### src/design/ilm_pkg.sv
package ilm_pkg;

    // Sizes of the stores and of the lane array
    localparam int MAX_IN       = 4096;
    localparam int TABLE_LEVELS = 16;
    localparam int LANES        = 8;

    localparam int LANE_SEL_W = $clog2(LANES);
    localparam int VEC_ROWS   = MAX_IN / LANES;
    localparam int VADDR_W    = (VEC_ROWS > 1) ? $clog2(VEC_ROWS) : 1;
    localparam int LVL_W      = $clog2(TABLE_LEVELS);
    localparam int CODE_W     = 4;
    localparam int HALF_LANES = LANES / 2;

    // Field widths
    localparam int CMD_W      = 2;
    localparam int INDEX_W    = 12;
    localparam int VALUE_W    = 16;
    localparam int PACKED_W   = 32;
    localparam int SUM_W      = 48;
    localparam int ROW_W      = 16;
    localparam int LEN_W      = 13;
    localparam int WC_W       = LEN_W - LANE_SEL_W;
    localparam int PROD_W     = 2 * VALUE_W;
    localparam int QUAD_W     = PROD_W + 2;
    localparam int CFG_IDX_W  = 2;
    localparam int CFG_DATA_W = 16;

    // Commands
    localparam logic [CMD_W-1:0] CMD_VECTOR  = 2'd0;
    localparam logic [CMD_W-1:0] CMD_LEVEL   = 2'd1;
    localparam logic [CMD_W-1:0] CMD_WEIGHTS = 2'd2;

    // Register indexes and reset values
    localparam logic [CFG_IDX_W-1:0] REG_IN_LENGTH = 2'd0;
    localparam logic [CFG_IDX_W-1:0] REG_ROW_COUNT = 2'd1;
    localparam logic [LEN_W-1:0]     IN_LENGTH_RST = 13'd8;
    localparam logic [ROW_W-1:0]     ROW_COUNT_RST = 16'd1;

    typedef struct packed {
        logic                      vec_we;
        logic                      lvl_we;
        logic [VADDR_W-1:0]        vec_waddr;
        logic [LVL_W-1:0]          lvl_waddr;
        logic signed [VALUE_W-1:0] wdata;
        logic [VADDR_W-1:0]        vec_raddr;
        logic [CODE_W-1:0]         code;
    } lane_ctl_t;

    typedef struct packed {
        logic             valid;
        logic             last;
        logic [ROW_W-1:0] row;
    } stage_meta_t;

endpackage

### src/design/ilm_ifs.sv


interface ilm_result_if import ilm_pkg::*; ();
    logic                     valid;
    logic                     ready;
    logic signed [SUM_W-1:0]  row_sum;
    logic [ROW_W-1:0]         row_index;

    modport source (output valid, row_sum, row_index, input ready);
    modport sink   (input valid, row_sum, row_index, output ready);
endinterface


### src/design/ilm_merge.sv
// Merge the lane products: two quad sums, then accumulate and present the row sum.
module ilm_merge import ilm_pkg::*;
(
    input  logic                      clk,
    input  logic                      rst_n,
    input  stage_meta_t               s1,
    input  logic signed [PROD_W-1:0]  products [LANES],
    output logic                      advance,
    ilm_result_if.source              results
);

    stage_meta_t               s2_reg;
    logic signed [QUAD_W-1:0]  quad_reg  [2];
    logic signed [QUAD_W-1:0]  quad_next [2];
    logic signed [SUM_W-1:0]   acc_reg;
    logic signed [SUM_W-1:0]   acc_next;
    logic signed [SUM_W-1:0]   total;
    logic signed [SUM_W-1:0]   row_sum_reg;
    logic signed [SUM_W-1:0]   row_sum_next;
    logic [ROW_W-1:0]          row_index_reg;
    logic [ROW_W-1:0]          row_index_next;
    logic                      out_valid_reg;
    logic                      out_valid_next;

    // Whole pipeline moves unless a finished row sum is stuck at the output
    assign advance = !out_valid_reg || results.ready;

    always_comb
    begin
        for (int h = 0; h < 2; h++)
        begin
            quad_next[h] = '0;
            for (int k = 0; k < HALF_LANES; k++)
            begin
                quad_next[h] = quad_next[h] + QUAD_W'(products[h * HALF_LANES + k]);
            end
        end
    end

    always_comb
    begin
        total          = acc_reg + SUM_W'(quad_reg[0]) + SUM_W'(quad_reg[1]);
        acc_next       = acc_reg;
        row_sum_next   = row_sum_reg;
        row_index_next = row_index_reg;
        out_valid_next = out_valid_reg;
        if (advance)
        begin
            out_valid_next = s2_reg.valid && s2_reg.last;
            if (s2_reg.valid)
            begin
                if (s2_reg.last)
                begin
                    acc_next       = '0;
                    row_sum_next   = total;
                    row_index_next = s2_reg.row;
                end
                else
                begin
                    acc_next = total;
                end
            end
        end
    end

    always_ff @(posedge clk or negedge rst_n)
    begin
        if (!rst_n)
        begin
            s2_reg        <= '0;
            acc_reg       <= '0;
            out_valid_reg <= 1'b0;
        end
        else
        begin
            if (advance)
            begin
                s2_reg <= s1;
            end
            acc_reg       <= acc_next;
            out_valid_reg <= out_valid_next;
        end
    end

    always_ff @(posedge clk)
    begin
        if (advance)
        begin
            quad_reg[0] <= quad_next[0];
            quad_reg[1] <= quad_next[1];
        end
        row_sum_reg   <= row_sum_next;
        row_index_reg <= row_index_next;
    end

    assign results.valid     = out_valid_reg;
    assign results.row_sum   = row_sum_reg;
    assign results.row_index = row_index_reg;

    a_acc_clear: assert property (@(posedge clk) disable iff (!rst_n)
        advance && s2_reg.valid && s2_reg.last |=> acc_reg == '0)
        else $error("accumulator not cleared after row end");

    a_acc_hold: assert property (@(posedge clk) disable iff (!rst_n)
        !advance |=> $stable(acc_reg))
        else $error("accumulator moved during output stall");

    a_out_hold: assert property (@(posedge clk) disable iff (!rst_n)
        out_valid_reg && !results.ready |=> out_valid_reg && $stable(row_sum_reg)
        && $stable(row_index_reg))
        else $error("row sum changed while waiting on results");

endmodule

### src/flat_wrapper.sv
// flat-port wrapper written by rule: the top's interface ports become plain ports
module ilm_merge_flat import ilm_pkg::*;
  (clk, rst_n, s1, products, advance, results_valid, results_row_sum, results_row_index, results_ready);
  ilm_result_if results_i ();
  input  logic clk;
  input  logic rst_n;
  input  stage_meta_t s1;
  input  logic signed [PROD_W-1:0] products[LANES];
  output logic advance;
  output wire logic [$bits(results_i.valid)-1:0] results_valid;
  output wire logic [$bits(results_i.row_sum)-1:0] results_row_sum;
  output wire logic [$bits(results_i.row_index)-1:0] results_row_index;
  input wire logic [$bits(results_i.ready)-1:0] results_ready;
  assign results_valid = results_i.valid;
  assign results_row_sum = results_i.row_sum;
  assign results_row_index = results_i.row_index;
  assign results_i.ready = results_ready;
  ilm_merge u_core (.clk(clk), .rst_n(rst_n), .s1(s1), .products(products), .advance(advance), .results(results_i));
endmodule
### config.mk
export PLATFORM = sky130hd
export DESIGN_NAME = ilm_merge_flat
export DESIGN_NICKNAME = d
export VERILOG_FILES = /design/src/design/ilm_pkg.sv /design/src/design/ilm_ifs.sv /design/src/design/ilm_merge.sv /design/src/flat_wrapper.sv
export SDC_FILE = /design/constraint.sdc
export NUM_CORES = 1
export LEC_CHECK = 0
export BUFFER_PORTS_ARGS = -buffer_cell sky130_fd_sc_hd__buf_4
export CAP_MARGIN = 15
export CORE_MARGIN = 2
export CORE_UTILIZATION = 60
export DETAILED_ROUTE_END_ITERATION = 10
export PLACE_DENSITY = 0.92
export SKIP_CTS_REPAIR_TIMING = 1
export SLEW_MARGIN = 20
export SYNTH_ARGS = -nofsm -noshare
export SYNTH_HDL_FRONTEND = slang
export SYNTH_SLANG_ARGS = --single-unit
export TNS_END_PERCENT = 30
### constraint.sdc
create_clock -name clk -period 11.2 [get_ports clk]
set_input_delay 3.36 -clock clk [delete_from_list [all_inputs] [get_ports clk]]
set_output_delay 3.36 -clock clk [all_outputs]
set_load 0.02 [all_outputs]
==> results of run 1 <==
[per-layer routing]
metal  wire (um)  vias up
met5           0        -
met4        1255        0
met3        2434      102
met2       21850      566
met1       16360     6440
li1            -     6196
[layout by cell type, fill, tap and decap left out, types with 4 or more instances in the layout]
| cell | instances |
|---|---|
| inv_1 | 354 |
| buf_4 | 346 |
| fa_1 | 178 |
| edfxtp_1 | 132 |
| nand2_1 | 120 |
| ha_1 | 113 |
| a21oi_1 | 109 |
| xnor2_1 | 74 |
| a21o_1 | 67 |
| dfrtp_1 | 67 |
| o21ai_0 | 55 |
| nor2_1 | 52 |
| a22o_1 | 34 |
| xor2_1 | 30 |
| nand3_1 | 25 |
| o21bai_1 | 21 |
| and3_1 | 17 |
| clkbuf_16 | 17 |
| nor3_1 | 15 |
| a31oi_1 | 15 |
| and2_1 | 14 |
| nand4_1 | 11 |
| nand2b_1 | 11 |
| nor2b_1 | 10 |
| a211oi_1 | 9 |
| o21a_1 | 9 |
| a31o_2 | 8 |
| clkinv_8 | 6 |
| o2111ai_1 | 5 |
| nor4_1 | 4 |
| o21ai_1 | 4 |
| o31ai_2 | 4 |
| o211ai_1 | 4 |
| o31ai_1 | 4 |
| o31a_1 | 4 |
[synthesized netlist by cell type (all sizes together), types with 8 or more instances]
cell and count:
a211oi 9, a21o 67, a21oi 110, a22o 34, a31o 8, a31oi 15, and2 15, and3 17
clkbuf 30, dfrtp 67, edfxtp 132, fa 178, ha 113, inv 355, nand2 121, nand2b 11
nand3 25, nand4 12, nor2 54, nor2b 11, nor3 15, o21a 9, o21ai 59, o21bai 21
o31ai 8, xnor2 74, xor2 31
[critical path: cells and delay by family]
kind	cells	cell delay (ps)
and+or+nand+nor	1	550
buffers and inverters	3	1090
[cell families after synthesis]
family | after synthesis | share of synthesized area [%]
AOI/OAI and AO/OA | 387 | 15.52
buffers and inverters | 387 | 8.629
and+or+nand+nor | 292 | 8.027
adders and majority gates | 291 | 29.24
DFF | 199 | 33.13
xor gates and xnor gates | 105 | 5.447
[worst paths after layout]
check,to,cells after the start,slack [ps]
min reg2reg,u_core.results.row_index[4],0,450
max,advance,4,2830
min,u_core.results.row_index[4],0,450
max in group asynchronous,u_core.acc_reg[18],1,7550
min in group asynchronous,u_core.acc_reg[35],1,3070
max reg2reg,u_core.acc_reg[33],12,7060
[through the flow]
step	hold WS [ps]	instance area [um^2]	worst slack, ps	utilization, %
CTS	456.0	20600	2237	73.94
detailed placement	437.9	19980	2238	71.70
finish	453.2	20600	2825	73.95
global placement	426.6	19980	2330	71.70
global route	463.9	20600	2689	73.95
floorplan	424.8	17020	1952	-
[final cells by class]
cell class              count  area, um^2  area share [%]
well taps                 378       473.0           2.296
repair buffers            346        2597           12.61
clock inverters            15       197.7          0.9596
clock buffers              17       425.4           2.065
flip-flops and latches    199        5640           27.38
inverters                 355        1334           6.474
multi-input cells        1075        9933           48.22
==> impl_metrics.toml, run 1 <==
[run_status]
status = "complete, no violations"

[hold_path]
hold_class = "reg2reg"
min_from = "u_core.s2_reg[4]"

[logic_synthesis]
synth_warnings = 0
synthCells = 1661
ys_types = 67
synthArstFlopShare_pct = 33.67
synthFlopType = "edfxtp_1"
synth-edff-count = 132
avgSynthCellArea_um2 = 10.25
synth_top_area_share_pct = 23.29
syn_nets = 2229
syn-cell-area_mm2 = 0.01702
synth_seq_area_share_pct = 33.13
synth_area_leader_cell = "edfxtp_1"
synth_seq_cells = 199
synth_area_leaders = "edfxtp_1 (23%), fa_1 (21%), dfrtp_1 (9.8%), ha_1 (8.3%), inv_1 (7.8%)"

[clocking]
root_buffer = "clkbuf_16"
numCtsBuffers = 17
clock_latency_ps = 440
clkTransAtPathRegs_ps = 70
cts_tree = "done"
cts_buffer_depth = 2
cts.sink_count = 199
ctsHtreeMaxLevel = 4

[detailed_routing]
route.detailed.drc = 0
via_per_inst = 5.578
routedWlPerCell_um = 17.57
dr.pass1.iters = 5
num_vias = 13300
totalWireLength_um = 41900
ant_nets = 0
drtIter0Drc = 1049

[place]
finalWeightedCongestion = 0.9059
dp_cells = 2353
numPortBuffers = 342
place_hpwl_um = 34230

[critical_path]
crit_type = "in2out"
path_cells = "buf_4, nor2b_2, clkinv_2, buf_4"
max_stage_delay_ps = 630
arrival_ps = 5010
cp_max_fo = 28
cp_data_required_time_ps = 7840
crit_path_start = "results_ready"
end_kind = "output pin"
cp-start-kind = "input port"
r2r-start = "u_core.quad_reg[0][1]"
crit_top_cell = "buf_4"
critPathSlowestCell = "clkinv_2"

[grt]
grt_pass1_vias = 14380
top_usage_layer = "met2"
gr-usage-met1_pct = 34.85
grtUsageMet2_pct = 53.08
antenna_found_initial = 0
grt_usage_pct = 29.15
grt_overflow = 0
met3_usage_pct = 4.257
grt_pass1_wl_um = 67850
grt_max_degree = 68

[layout]
layout-drive-gt1-share_pct = 20.18
layout.nets = 2562
fillerInstances = 1934
layout.cells.non_filler = 2385
antenna_cells = 0
area_growth_pct = 21.02
largest_reg_flops = 68

[timing]
skew_ps = 14.18
tightest_slew_ps = 1053
setup_viol_count_final = 0
final_max_slew_viol_count = 0
slew_headroom_pct = 29.82
min_period_ps = 8375
finalSetupTns_ps = 0
hold_viol = 0
fmax_mhz = 119.4
grt_setup_unrepaired = "false"
fin_crit_sh_pct = 74.77

[floorplanning]
start_util_pct = 61.10
pin_count = 343
die-width_um = 172.4
core_mm2 = 0.02786
die_y_um = 172.4
die-area_mm2 = 0.02973
fp-row-count = 61

[flow_run]
maxCapViolCount = 0
Power of run 1 is left out: the tool's default activity adds up to more than one toggle a clock period on the data nets, which glitch-free logic cannot reach.
==> inputs of run 2 (changes only) <==
--- a/config.mk
+++ b/config.mk
@@ -8,9 +8,9 @@
 export BUFFER_PORTS_ARGS = -buffer_cell sky130_fd_sc_hd__buf_4
 export CAP_MARGIN = 15
 export CORE_MARGIN = 2
-export CORE_UTILIZATION = 60
+export CORE_UTILIZATION = 57
 export DETAILED_ROUTE_END_ITERATION = 10
-export PLACE_DENSITY = 0.92
+export PLACE_DENSITY = 0.88
 export SKIP_CTS_REPAIR_TIMING = 1
 export SLEW_MARGIN = 20
 export SYNTH_ARGS = -nofsm -noshare
==> constraint.sdc (replaced) <==
create_clock -name clk -period 8.6 [get_ports clk]
set_input_delay 2.58 -clock clk [delete_from_list [all_inputs] [get_ports clk]]
set_output_delay 2.58 -clock clk [all_outputs]
set_load 0.02 [all_outputs]
==> run 2 against run 1 <==
- die area rose by 5.1%
- worst setup slack got worse by 860 ps
- wire length fell by 4.0%
- first-iteration DRC count fell by 2.0%
- register-to-register slack got worse by 2800 ps
- sequential cell count did not move
- core utilization fell by 4.1 points
- final cell count rose by 0.59%
- via count fell by 0.80%
- final area rose by 0.18%
- critical path type is now in2reg
- critical endpoint is now u_core.quad_reg[0][29]
==> impl_metrics.toml, run 2 (synthesized netlist as in run 1, its figures left out) <==
[layout]
layout.nets = 2564
layout_common_cells = "inv_1 (354), buf_4 (347), fa_1 (178)"
largest_reg_flops = 68
area_growth_pct = 21.23
final_common_cell = "inv_1"
layout-drive-gt1-share_pct = 20.16
antenna_cells = 0

[timing]
fmax_mhz = 150.7
finalSetupTns_ps = 0
min_period_ps = 6634
setup_viol_count_final = 0
final_max_slew_viol_count = 0
fin_crit_sh_pct = 77.14
skew_ps = 14.98
tightest_slew_ps = 1048
grt_setup_unrepaired = "false"
slew_headroom_pct = 29.95
hold_viol = 0

[grt]
grt_pass1_wl_um = 65580
grt_pass1_vias = 13900
grt_usage_pct = 26.39
grt_overflow = 0
grt_max_degree = 68
antenna_found_initial = 0

[clocking]
cts_buffer_depth = 2
clkTransAtPathRegs_ps = 80
numCtsBuffers = 17
ctsHtreeMaxLevel = 4
root_buffer = "clkbuf_16"
clock_latency_ps = 440
cts.sink_count = 199
cts_tree = "done"

[critical_path]
r2r-end = "u_core.acc_reg[33]"
cp-start-kind = "input port"
path_cells = "buf_4, fa_1, fa_1, ha_1, fa_1, a21o_1, a41oi_1, a31oi_1, a2111oi_2, o21ai_0, a41oi_1, o21ai_1, a21oi_1, xnor2_1"
cp_data_required_time_ps = 8790
r2r_cells = 12
r2r_slack_ps = 4300
end_kind = "flip-flop"
r2r-start = "u_core.quad_reg[0][1]"
critPathSlowestCell = "fa_1"
arrival_ps = 6820
cp_max_fo = 4
max_stage_delay_ps = 540
crit_top_cell = "fa_1"
crit_type = "in2reg"

[detailed_routing]
routedWlPerCell_um = 16.77
dr.pass1.iters = 6
totalWireLength_um = 40230
ant_nets = 0
route.detailed.drc = 0
via_per_inst = 5.501
drtIter0Drc = 1028
num_vias = 13200

[floorplanning]
die-area_mm2 = 0.03126
die_y_um = 176.8
pin_count = 343
die-width_um = 176.8
fp-row-count = 63
start_util_pct = 57.59
core_mm2 = 0.02956

[run_status]
status = "complete, no violations"

[hold_path]
hold_class = "reg2reg"
holdPathStages = 0
whs_endpoint = "u_core.results.row_index[9]"
min_from = "u_core.s2_reg[9]"

[place]
place_hpwl_um = 32460
numPortBuffers = 342
finalWeightedCongestion = 0.9063

[flow_run]
maxCapViolCount = 0
[run 2: worst max path at each step]
stage / from / end / slack [ps] / cells past startpoint
floorplan: results_ready / advance / 910 / 4
global placement: products[129] / u_core.quad_reg[0][33] / 1670 / 14
detailed placement: products[129] / u_core.quad_reg[0][29] / 1560 / 14
CTS: products[129] / u_core.quad_reg[0][29] / 2010 / 14
global route: products[130] / u_core.quad_reg[0][29] / 1820 / 15
finish: products[129] / u_core.quad_reg[0][29] / 1970 / 14
[run 2: per-layer routing]
layer  vias up  routed length (um)  share of wire [%]  track usage [%]
met5         -                   0                  0                0
met4         0                1269                3.2            9.539
met3        95                2042                5.1            3.200
met2       482               20240                 50            46.48
met1      6414               16670                 41            33.62
li1       6207                   -                  -                -
[run 2: per-stage QoR]
stage | area, um^2 | hold slack, ps | cells | worst slack (ps) | util, %
after floorplan | 17020 | 424.8 | 1661 | 911.8 | -
after global placement | 20000 | 427.0 | 2366 | 1673 | 67.65
after detailed placement | 20000 | 430.8 | 2366 | 1558 | 67.65
after CTS | 20610 | 450.9 | 2398 | 2009 | 69.72
after global routing | 20640 | 468.8 | 2399 | 1825 | 69.82
final | 20640 | 451.1 | 2399 | 1966 | 69.82
[run 2: area by class of cell]
cell class	instances	area (um^2)
clock buffer	17	425.4
clock inverter	15	186.4
fill	2106	8922
inverter	355	1334
multi-input combinational	1075	9931
sequential	199	5640
tap	390	488.0
timing repair buffer	348	2633
[run 2: critical path, delay by kind of cell]
family / cells / cell delay, ps
AO/OA/AOI/OAI: 8 / 2440
XOR/XNOR: 1 / 80
adder cells (fa/ha/maj): 4 / 1580
buffers and inverters: 1 / 110
Power of run 2 is left out for the same reason.
==> inputs of run 3 (changes only) <==
--- a/config.mk
+++ b/config.mk
@@ -8,9 +8,9 @@
 export BUFFER_PORTS_ARGS = -buffer_cell sky130_fd_sc_hd__buf_4
 export CAP_MARGIN = 15
 export CORE_MARGIN = 2
-export CORE_UTILIZATION = 57
+export CORE_UTILIZATION = 52
 export DETAILED_ROUTE_END_ITERATION = 10
-export PLACE_DENSITY = 0.88
+export PLACE_DENSITY = 0.85
 export SKIP_CTS_REPAIR_TIMING = 1
 export SLEW_MARGIN = 20
 export SYNTH_ARGS = -nofsm -noshare
==> constraint.sdc (replaced) <==
create_clock -name clk -period 6 [get_ports clk]
set_input_delay 1.8 -clock clk [delete_from_list [all_inputs] [get_ports clk]]
set_output_delay 1.8 -clock clk [all_outputs]
set_load 0.02 [all_outputs]
==> run 3 against run 2 <==
- final area increased by 0.48%
- global-route usage down 2.3 points
- worst hold slack got worse by 3.0 ps
- worst setup slack worse by 1700 ps
- critical endpoint unchanged
- highest routed layer unchanged
==> impl_metrics.toml, run 3 (synthesized netlist as in run 1, its figures left out) <==
[hold_path]
hold_class = "reg2reg"
min_from = "u_core.s2_reg[3]"

[detailed_routing]
via_per_inst = 5.321
drtIter0Drc = 916
dr.pass1.iters = 6
routedWlPerCell_um = 16.45
route.detailed.drc = 0
num_vias = 13060
ant_nets = 0
totalWireLength_um = 40370

[critical_path]
arrival_ps = 5920
r2r-start = "u_core.quad_reg[0][1]"
crit_type = "in2reg"
cp_data_required_time_ps = 6190
cp-start-kind = "input port"
end_kind = "flip-flop"
crit_path_start = "products[129]"
cp_max_fo = 4

[layout]
final_common_cell = "inv_1"
area_growth_pct = 21.82
layout.nets = 2567
antenna_cells = 0
layout-drive-gt1-share_pct = 20.33
final_util_pct = 64.06
postLayoutCellArea_mm2 = 0.02074
layout_common_cells = "inv_1 (354), buf_4 (351), fa_1 (178)"
largest_reg_flops = 68

[grt]
grt_max_degree = 68
grt_pass1_wl_um = 65170
grt_usage_pct = 24.09
grt_pass1_vias = 13650
antenna_found_initial = 0
grt_overflow = 0

[floorplanning]
die-area_mm2 = 0.03420
pin_count = 343
fp-row-count = 66
die_y_um = 184.9
core_mm2 = 0.03237
die-width_um = 184.9
start_util_pct = 52.59

[clocking]
clock_latency_ps = 440
ctsHtreeMaxLevel = 4
cts_buffer_depth = 2
clkTransAtPathRegs_ps = 80
cts_tree = "done"
root_buffer = "clkbuf_16"
cts.sink_count = 199
numCtsBuffers = 17

[timing]
tightest_slew_ps = 1041
worst_slack_ps = 274.4
min_period_ps = 5726
final_max_slew_viol_count = 0
hold_viol = 0
fin_crit_sh_pct = 95.43
grt_setup_unrepaired = "false"
setup_viol_count_final = 0
slew_headroom_pct = 30.58
fmax_mhz = 174.7
skew_ps = 15.91

[run_status]
status = "complete, no violations"

[place]
place_hpwl_um = 33060
post-place-ws_ps = -98.40
numPortBuffers = 342
placed_cell_area_mm2 = 0.02009
finalWeightedCongestion = 0.8868

[flow_run]
maxCapViolCount = 0
[run 3: cell count changes in the layout (fill, tap and decap cells not counted)]
| cell | change |
|---|---|
| clkinv_1 | -1 |
| buf_4 | +4 |
| inv_12 | +2 |
| inv_16 | +1 |
| buf_16 | -1 |
| inv_6 | -2 |
[run 3: path summary, 6_finish.rpt]
| check | to | slack (ps) | cells after the start |
|---|---|---|---|
| worst min-delay path | u_core.results.row_index[3] | 450 | 0 |
| max in group asynchronous | u_core.acc_reg[15] | 3910 | 1 |
| worst max-delay path | u_core.quad_reg[0][29] | 270 | 15 |
| min in group asynchronous | u_core.acc_reg[44] | 1500 | 1 |
| worst max register to register | u_core.acc_reg[45] | 1850 | 12 |
| worst min register to register | u_core.results.row_index[3] | 450 | 0 |
[run 3: routing by layer]
layer	wire length (um)	track usage, %	up-vias
met2	20250	42.62	417
met5	0	0	-
li1	-	-	6212
met4	1143	8.286	0
met3	1777	3.087	71
met1	17200	30.52	6358
[run 3: through the flow]
step	hold WS, ps	std cells	TNS (ps)
after detailed placement	430.2	2422	-295.6
after global placement	425.9	2422	-55.88
after CTS	445.2	2454	0
final	448.2	2454	0
after floorplan	424.8	1661	0
after global routing	464.3	2454	0
[run 3: critical path: stages]
cell	delay (ps)
buf_4	110
fa_1	540
fa_1	410
ha_1	230
fa_1	420
a21o_1	210
a41oi_1	270
a31oi_1	240
a2111oi_2	580
o21ai_0	250
a41oi_1	290
buf_4	170
o21ai_1	80
a21oi_1	220
xnor2_1	90
[run 3: area by class of cell]
type / instances / area (um^2)
Clock inverter: 15 / 217.7
Multi-Input combinational cell: 1075 / 9931
Fill cell: 2521 / 11630
Timing Repair Buffer: 351 / 2635
Sequential cell: 199 / 5640
Clock buffer: 17 / 425.4
Inverter: 355 / 1334
Tap cell: 442 / 553.0
Power of run 3 is left out for the same reason.
